### config.mk
export PLATFORM = sky130hd
export DESIGN_NAME = llo_runs
export DESIGN_NICKNAME = d
export VERILOG_FILES = /design/src/hdl/llo_pkg.sv /design/src/hdl/llo_runs.sv
export SDC_FILE = /design/constraint.sdc
export NUM_CORES = 1
export LEC_CHECK = 0
export BUFFER_PORTS_ARGS = -buffer_cell sky130_fd_sc_hd__clkbuf_2
export CAP_MARGIN = 15
export CORE_ASPECT_RATIO = 1.1
export CORE_MARGIN = 5
export CORE_UTILIZATION = 45
export DETAILED_ROUTE_END_ITERATION = 8
export GPL_TIMING_DRIVEN = 0
export PLACE_DENSITY = 0.88
export SYNTH_ARGS = -nofsm -noshare
export SYNTH_HDL_FRONTEND = slang
export SYNTH_SLANG_ARGS = --single-unit
### constraint.sdc
create_clock -name vclk -period 7.8
set_input_delay 0.39 -clock vclk [all_inputs]
set_output_delay 0.39 -clock vclk [all_outputs]
set_load 0.02 [all_outputs]
### src/hdl/llo_pkg.sv
// ----------------------------------------------------------------------------
// llo_pkg
// Shared constants and types for the longest line of ones block.
// ----------------------------------------------------------------------------
package llo_pkg;

   localparam int DEF_MAX_COLUMNS = 1024;
   localparam int DEF_MAX_RUN     = 1024;

   localparam int ROW_WIDTH_W = 11;
   localparam logic [ROW_WIDTH_W-1:0] ROW_WIDTH_RESET = 11'd1024;

   localparam int CSR_DATA_W = 32;
   localparam int CSR_ADDR_W = 3;

   // Register index, taken from the word address bit of the CSR port.
   localparam logic REG_ROW_WIDTH = 1'b0;

   // Position of a cell in the matrix, carried from the input stage to the
   // run computation.
   typedef struct packed {
      logic first_row;
      logic first_col;
      logic last_col;
      logic final_cell;
   } cell_flags_type;

endpackage

### src/hdl/llo_runs.sv
// ----------------------------------------------------------------------------
// llo_runs
// Run length update for one cell in all four directions, and the running
// maximum over the matrix.
// ----------------------------------------------------------------------------
module llo_runs #(
   parameter int MAX_RUN = llo_pkg::DEF_MAX_RUN,
   parameter int RUN_W   = $clog2(MAX_RUN + 1)
) (
   input  logic                    cell_set,
   input  llo_pkg::cell_flags_type flags,
   input  logic [RUN_W-1:0]        horiz_prev,
   input  logic [RUN_W-1:0]        vert_above,
   input  logic [RUN_W-1:0]        diag_upper_left,
   input  logic [RUN_W-1:0]        anti_upper_right,
   input  logic [RUN_W-1:0]        best_prev,
   output logic [RUN_W-1:0]        horiz_run,
   output logic [RUN_W-1:0]        vert_run,
   output logic [RUN_W-1:0]        diag_run,
   output logic [RUN_W-1:0]        anti_run,
   output logic [RUN_W-1:0]        best_next
);

   localparam logic [RUN_W-1:0] RUN_ONE = RUN_W'(1);
   localparam logic [RUN_W-1:0] RUN_MAX = RUN_W'(MAX_RUN);

   function automatic logic [RUN_W-1:0] bump(input logic [RUN_W-1:0] run);
      return (run >= RUN_MAX) ? RUN_MAX : run + RUN_ONE;
   endfunction

   logic [RUN_W-1:0] max_hv;
   logic [RUN_W-1:0] max_da;
   logic [RUN_W-1:0] max_cell;

   always_comb begin
      if (cell_set) begin
         horiz_run = flags.first_col ? RUN_ONE : bump(horiz_prev);
         vert_run  = flags.first_row ? RUN_ONE : bump(vert_above);
         diag_run  = (flags.first_row || flags.first_col) ? RUN_ONE
                                                           : bump(diag_upper_left);
         anti_run  = (flags.first_row || flags.last_col) ? RUN_ONE
                                                          : bump(anti_upper_right);
      end else begin
         horiz_run = '0;
         vert_run  = '0;
         diag_run  = '0;
         anti_run  = '0;
      end
   end

   assign max_hv    = (horiz_run > vert_run) ? horiz_run : vert_run;
   assign max_da    = (diag_run > anti_run) ? diag_run : anti_run;
   assign max_cell  = (max_hv > max_da) ? max_hv : max_da;
   assign best_next = (max_cell > best_prev) ? max_cell : best_prev;

endmodule

Word-level counts from Yosys, hierarchy flattened
Index checks and enable logic that the tools add are counted.

storage, ports and cells
  flip-flop bits (word level) = 0
  bits of input ports = 60
  output and inout bits = 55
  word-level logic and storage cells = 30

cells by class
  $add $sub $neg = 4
  magnitude comparators = 8
  muxes and demuxes = 16
  reductions and logical operators = 2

operator list
  kind                                                              count
  11-bit two-way mux                                                16
  11-bit by 1-bit adder with 11-bit output (second input constant)  4
  11-bit greater-or-equal comparator (second input constant)        4
  11-bit > comparator                                               4
  1-bit logical OR                                                  2

Longest topological paths before layout
  depth in word-level cells = 10
  gate-level depth with buffers = 34
  gate-level depth less buffers = 32

Worst setup path after synthesis
No wires, ideal clock.

  path kind = input to output
  start point = input horiz_prev[0]
  end point = output best_next[6]
  data arrival time = 6.695 ns
  data required time = 7.410 ns
  path slack = 0.715 ns
  stages = 29
  path buffers = 3
  cell sequence = ha_1 > nand3_2 > nor2_1 > a31oi_1 > nor3b_1 > ha_1 > nand4_1 > a2111o_1 > a211oi_2 > buf_6 > mux2i_1 > inv_1 > ha_1 > a21o_1 > a21o_1 > a221o_1 > a31oi_1 > a21oi_1 > buf_1 > mux2i_1 > ha_1 > nor2b_1 > o21a_1 > o211ai_1 > nand3_1 > a221o_1 > o31a_1 > clkbuf_1 > mux2_1

on the way
  longest elaborated chain between the ends = 10
  elaborated cells between the ends (all ways) = 11
  those cells by class = 1 x add/sub; 4 x order compare; 6 x mux

RTL lines
  what                                                                                                   line            RTL
  start: declaration                                                                                     llo_runs.sv:12  input logic [RUN_W-1:0] horiz_prev,
  11-bit by 1-bit adder with 11-bit output / 11-bit greater-or-equal comparator (equally long branches)  llo_runs.sv:28  return (run >= RUN_MAX) ? RUN_MAX : run + RUN_ONE;
  11-bit two-way mux (*)                                                                                 llo_runs.sv:28
  11-bit two-way mux (*)                                                                                 llo_runs.sv:37  horiz_run = flags.first_col ? RUN_ONE : bump(horiz_prev);
  11-bit two-way mux (*)                                                                                 llo_runs.sv:36  if (cell_set) begin
  via horiz_run[10]                                                                                      llo_runs.sv:17  output logic [RUN_W-1:0] horiz_run,
  11-bit > comparator                                                                                    llo_runs.sv:51  assign max_hv = (horiz_run > vert_run) ? horiz_run : vert_run;
  11-bit two-way mux (*)                                                                                 llo_runs.sv:51
  11-bit > comparator                                                                                    llo_runs.sv:53  assign max_cell = (max_hv > max_da) ? max_hv : max_da;
  11-bit two-way mux (*)                                                                                 llo_runs.sv:53
  11-bit > comparator                                                                                    llo_runs.sv:54  assign best_next = (max_cell > best_prev) ? max_cell : best_prev;
  11-bit two-way mux (*)                                                                                 llo_runs.sv:54
  end: declaration                                                                                       llo_runs.sv:21  output logic [RUN_W-1:0] best_next

Mark *: on every way through the listed nets, which the timed path passes. The rest lies on a longest branch.

Worst setup path after layout
  start point = input vert_above[0]
  end point = output best_next[6]

on the way
  longest elaborated chain between the ends = 10
  elaborated cells between the ends (all ways) = 11
  those cells by class = 1 x add/sub; 4 x order compare; 6 x mux

RTL lines
  what                                                                                                   line            RTL
  start: declaration                                                                                     llo_runs.sv:13  input logic [RUN_W-1:0] vert_above,
  11-bit by 1-bit adder with 11-bit output / 11-bit greater-or-equal comparator (equally long branches)  llo_runs.sv:28
  11-bit two-way mux (*)                                                                                 llo_runs.sv:28
  11-bit two-way mux (*)                                                                                 llo_runs.sv:38  vert_run = flags.first_row ? RUN_ONE : bump(vert_above);
  11-bit two-way mux (*)                                                                                 llo_runs.sv:36
  11-bit > comparator                                                                                    llo_runs.sv:51
  11-bit two-way mux (*)                                                                                 llo_runs.sv:51
  11-bit > comparator                                                                                    llo_runs.sv:53
  11-bit two-way mux (*)                                                                                 llo_runs.sv:53
  11-bit > comparator                                                                                    llo_runs.sv:54
  11-bit two-way mux (*)                                                                                 llo_runs.sv:54

Mark *: on every way between the ends. The rest lies on a longest branch, timed or not.

==> qor.log <==
qor: detailed_routing.routed-via-count 3081
qor: timing.timing.final.crit_period 7.42 ns
qor: finish.drive_above_1_share 0.314
qor: timing.upper_clock_frequency_limit 0.135 GHz
qor: setup_path.critPathTopFamily compound AO/OA/AOI/OAI gates
qor: synth.count_of_distinct_cell_types_in_the_synthesized_netlist 49
qor: hold_path.worstHoldPathCells 3
qor: setup_path.critical_path.endpoint_type output port
qor: power_and_ir_drop.power_per_cell_area 83.8 nW/um^2
qor: finish.flops_and_latches 0
qor: power_and_ir_drop.design_power_total 0.279 mW
qor: floorplan.floorplan.rows 29
qor: setup_path.setup.worst_path.class in -> out
qor: synth.cell_type_contributing_the_most_total_cell_area_after_synthesis ha_1
qor: finish.antenna_cells 0
qor: detailed_routing.postRouteAntennaNets 0
qor: setup_path.critPathBufInv 7
qor: synth.synthesized_netlist_cell_count 372
qor: setup_path.path_max_fanout 10
qor: global_route.grt_usage 0.202
qor: floorplan.design.die.area 7420 sq um
qor: floorplan.io_pins 115
qor: hold_path.worstHoldEndpoint best_next[6]
qor: power_and_ir_drop.total_leakage_power 1.89 nW
qor: synth.synthTopCellsByArea ha_1, mux2i_1, inv_1, nor2_1, xor2_1
qor: floorplan.placeableCoreArea 5700 sq um
qor: setup_path.cp_slowest_cell a2111o_1
qor: finish.finish.instance_area 3330 sq um
qor: timing.worst_slew_margin_rel 0.715
qor: setup_path.crit_path_max_incr_delay 0.46 ns
qor: synth.avgSynthCellArea 7.01 sq um
qor: setup_path.worst_ep_arrival_time 7.03 ns
qor: detailed_routing.dr.pass1.iters 4
qor: status.run_status complete, no violations
qor: detailed_routing.avgRoutedWirePerCell 14.1 um
qor: detailed_routing.totalWireLength 7950 um
qor: floorplan.die_h 89.8 um
qor: placement.gp_routability_congestion 0.882
qor: placement.hpwlAfterDp 6990 um
qor: synth.synth_seq_area_share 0
qor: setup_path.startpoint_type input pin
qor: placement.io_buffer_count 114
qor: timing.final_hold_viol_count 0
qor: hold_path.min-delay-path-class in -> out
qor: finish.sequential_cell_area 0 sq um
qor: floorplan.initial_core_util 0.458
qor: placement.pre_cts_slack 0.0118 ns
qor: setup_path.path_common_cell ha_1
qor: synth.synth-warning-count 0
qor: finish.fillers 548
qor: synth.synthesis.nets 483
qor: timing.min_period_over_period 0.952
qor: global_route.grt_overflow 0
qor: global_route.grt_antenna_before_repair 0
qor: hold_path.hold_path_startpoint best_prev[6]
qor: global_route.grt_pass1_wl 12700 um
qor: finish.finalCoreUtilization 0.585
qor: detailed_routing.drt_initial_violations 119
qor: floorplan.chipWidth 82.6 um
qor: power_and_ir_drop.vdd.ir_drop.worst 40.7 uV
qor: synth.synth.cell_area 2610 sq um
qor: global_route.grt_max_degree 11
qor: finish.nets 601
qor: finish.clockBufferCount 0
qor: detailed_routing.viasPerCell 5.45
qor: placement.placedInstanceArea 3270 sq um
qor: finish.synthToLayoutAreaGrowth 27.7%
qor: synth.synth_top_area_frac 0.245
qor: timing.worst_pin_slew 0.426 ns
qor: timing.slew_viol_final 0
qor: timing.timing.final.ws_setup 0.377 ns
qor: setup_path.critical_path_required 7.41 ns
qor: timing.fin_hold_ws 1.14 ns
qor: detailed_routing.drc_errors 0
qor: job.max_cap_viol 0
qor: timing.final-setup-viol-count 0
qor: global_route.first_global_vias 2989
## cell families after synthesis
logic type / after synthesis / share of synthesized area
AOI/OAI and AO/OA: 56 / 0.150
muxes: 40 / 0.159
buffers and inverters: 64 / 0.0984
and+or+nand+nor: 132 / 0.250
adders and majority gates: 52 / 0.249
xor gates and xnor gates: 28 / 0.0940
## per-layer routing
layer | GRT usage | wire length, um | up-vias
met5 | 0 | 0 | -
met4 | 0.0477 | 194 | 0
met3 | 0.00400 | 497 | 17
met2 | 0.373 | 4040 | 119
met1 | 0.253 | 3220 | 1418
li1 | - | - | 1527
## how the worst max path moves through the flow
stage	startpoint	endpoint	slack (ns)	depth (start not counted)
floorplan	horiz_prev[0]	best_next[6]	0.72	29
global placement	flags[3]	best_next[6]	0.15	32
detailed placement	vert_above[0]	best_next[6]	0.01	32
CTS	vert_above[0]	best_next[6]	0.006	32
global route	vert_above[0]	best_next[6]	-0.008	32
finish	vert_above[0]	best_next[6]	0.38	32
## synthesized netlist by cell type (2+ instances only)
library cell and number:
o211ai_1 2, xor2_1 18, nor3_1 8, mux2i_1 29, a31oi_1 5, a22oi_1 2, o21ai_1 5, o21ai_0 6
buf_6 2, a21o_1 6, nor2b_1 2, a21oi_1 11, or2_1 2, o21a_1 4, xnor2_1 10, or3_1 5
clkbuf_1 4, and4_1 2, and3_1 5, a221o_1 2, o41ai_1 2, o31ai_1 3, nand4_1 11, nand2b_1 3
inv_1 56, nor2_1 45, nor2_2 5, nand3_2 2, nand2_1 27, ha_1 51, mux2_2 10, nand3_1 10
## power by group
part / internal [mW] / switching, mW / total [mW] / leakage (nW)
logic: 0.123 / 0.156 / 0.279 / 1.89
clock network: 0 / 0 / 0 / 0
registers: 0 / 0 / 0 / 0
total: 0.123 / 0.156 / 0.279 / 1.89
## area by class of cell
class / count / area [sq um] / share of cell area
inverter: 56 / 210 / 0.0631
multi-input combinational: 308 / 2390 / 0.717
tap: 77 / 96.3 / 0.0289
timing repair buffer: 116 / 586 / 0.176
buffer: 8 / 51.3 / 0.0154
## per-stage QoR
stage | cells | TNS [ns]
6_report | 565 | 0
5_1_grt | 565 | -0.00835
4_1_cts | 563 | 0
3_5_place_dp | 563 | 0
3_3_place_gp | 563 | 0
2_1_floorplan | 372 | 0
## placed cells by master (no fill, tap or decap), types with 4 or more instances in the layout
cell type  Yosys  layout
or3_1          5       5
nand4_1       11      11
mux2i_1       29      27
o21ai_1        5       5
nor2_2         5       8
nor3_1         8       8
mux2_2        10      10
nor2_1        45      42
inv_1         56      56
clkbuf_2       0     114
o21a_1         4       4
o21ai_0        6       6
and3_1         5       5
a21o_1         6       6
xnor2_1       10      10
a31oi_1        5       5
nand2_1       27      27
nand3_1       10      10
xor2_1        18      18
a21oi_1       11      10
ha_1          51      51
## repair_timing
action	in CTS	in global routing
setup buffers	0	2
endpoints found under the setup margin	1	10
gates resized for setup	1	14
pin swaps	0	2
hold buffers	0	0
endpoints found under the hold margin	0	0
No activity file was read; power rests on OpenSTA's default activity.
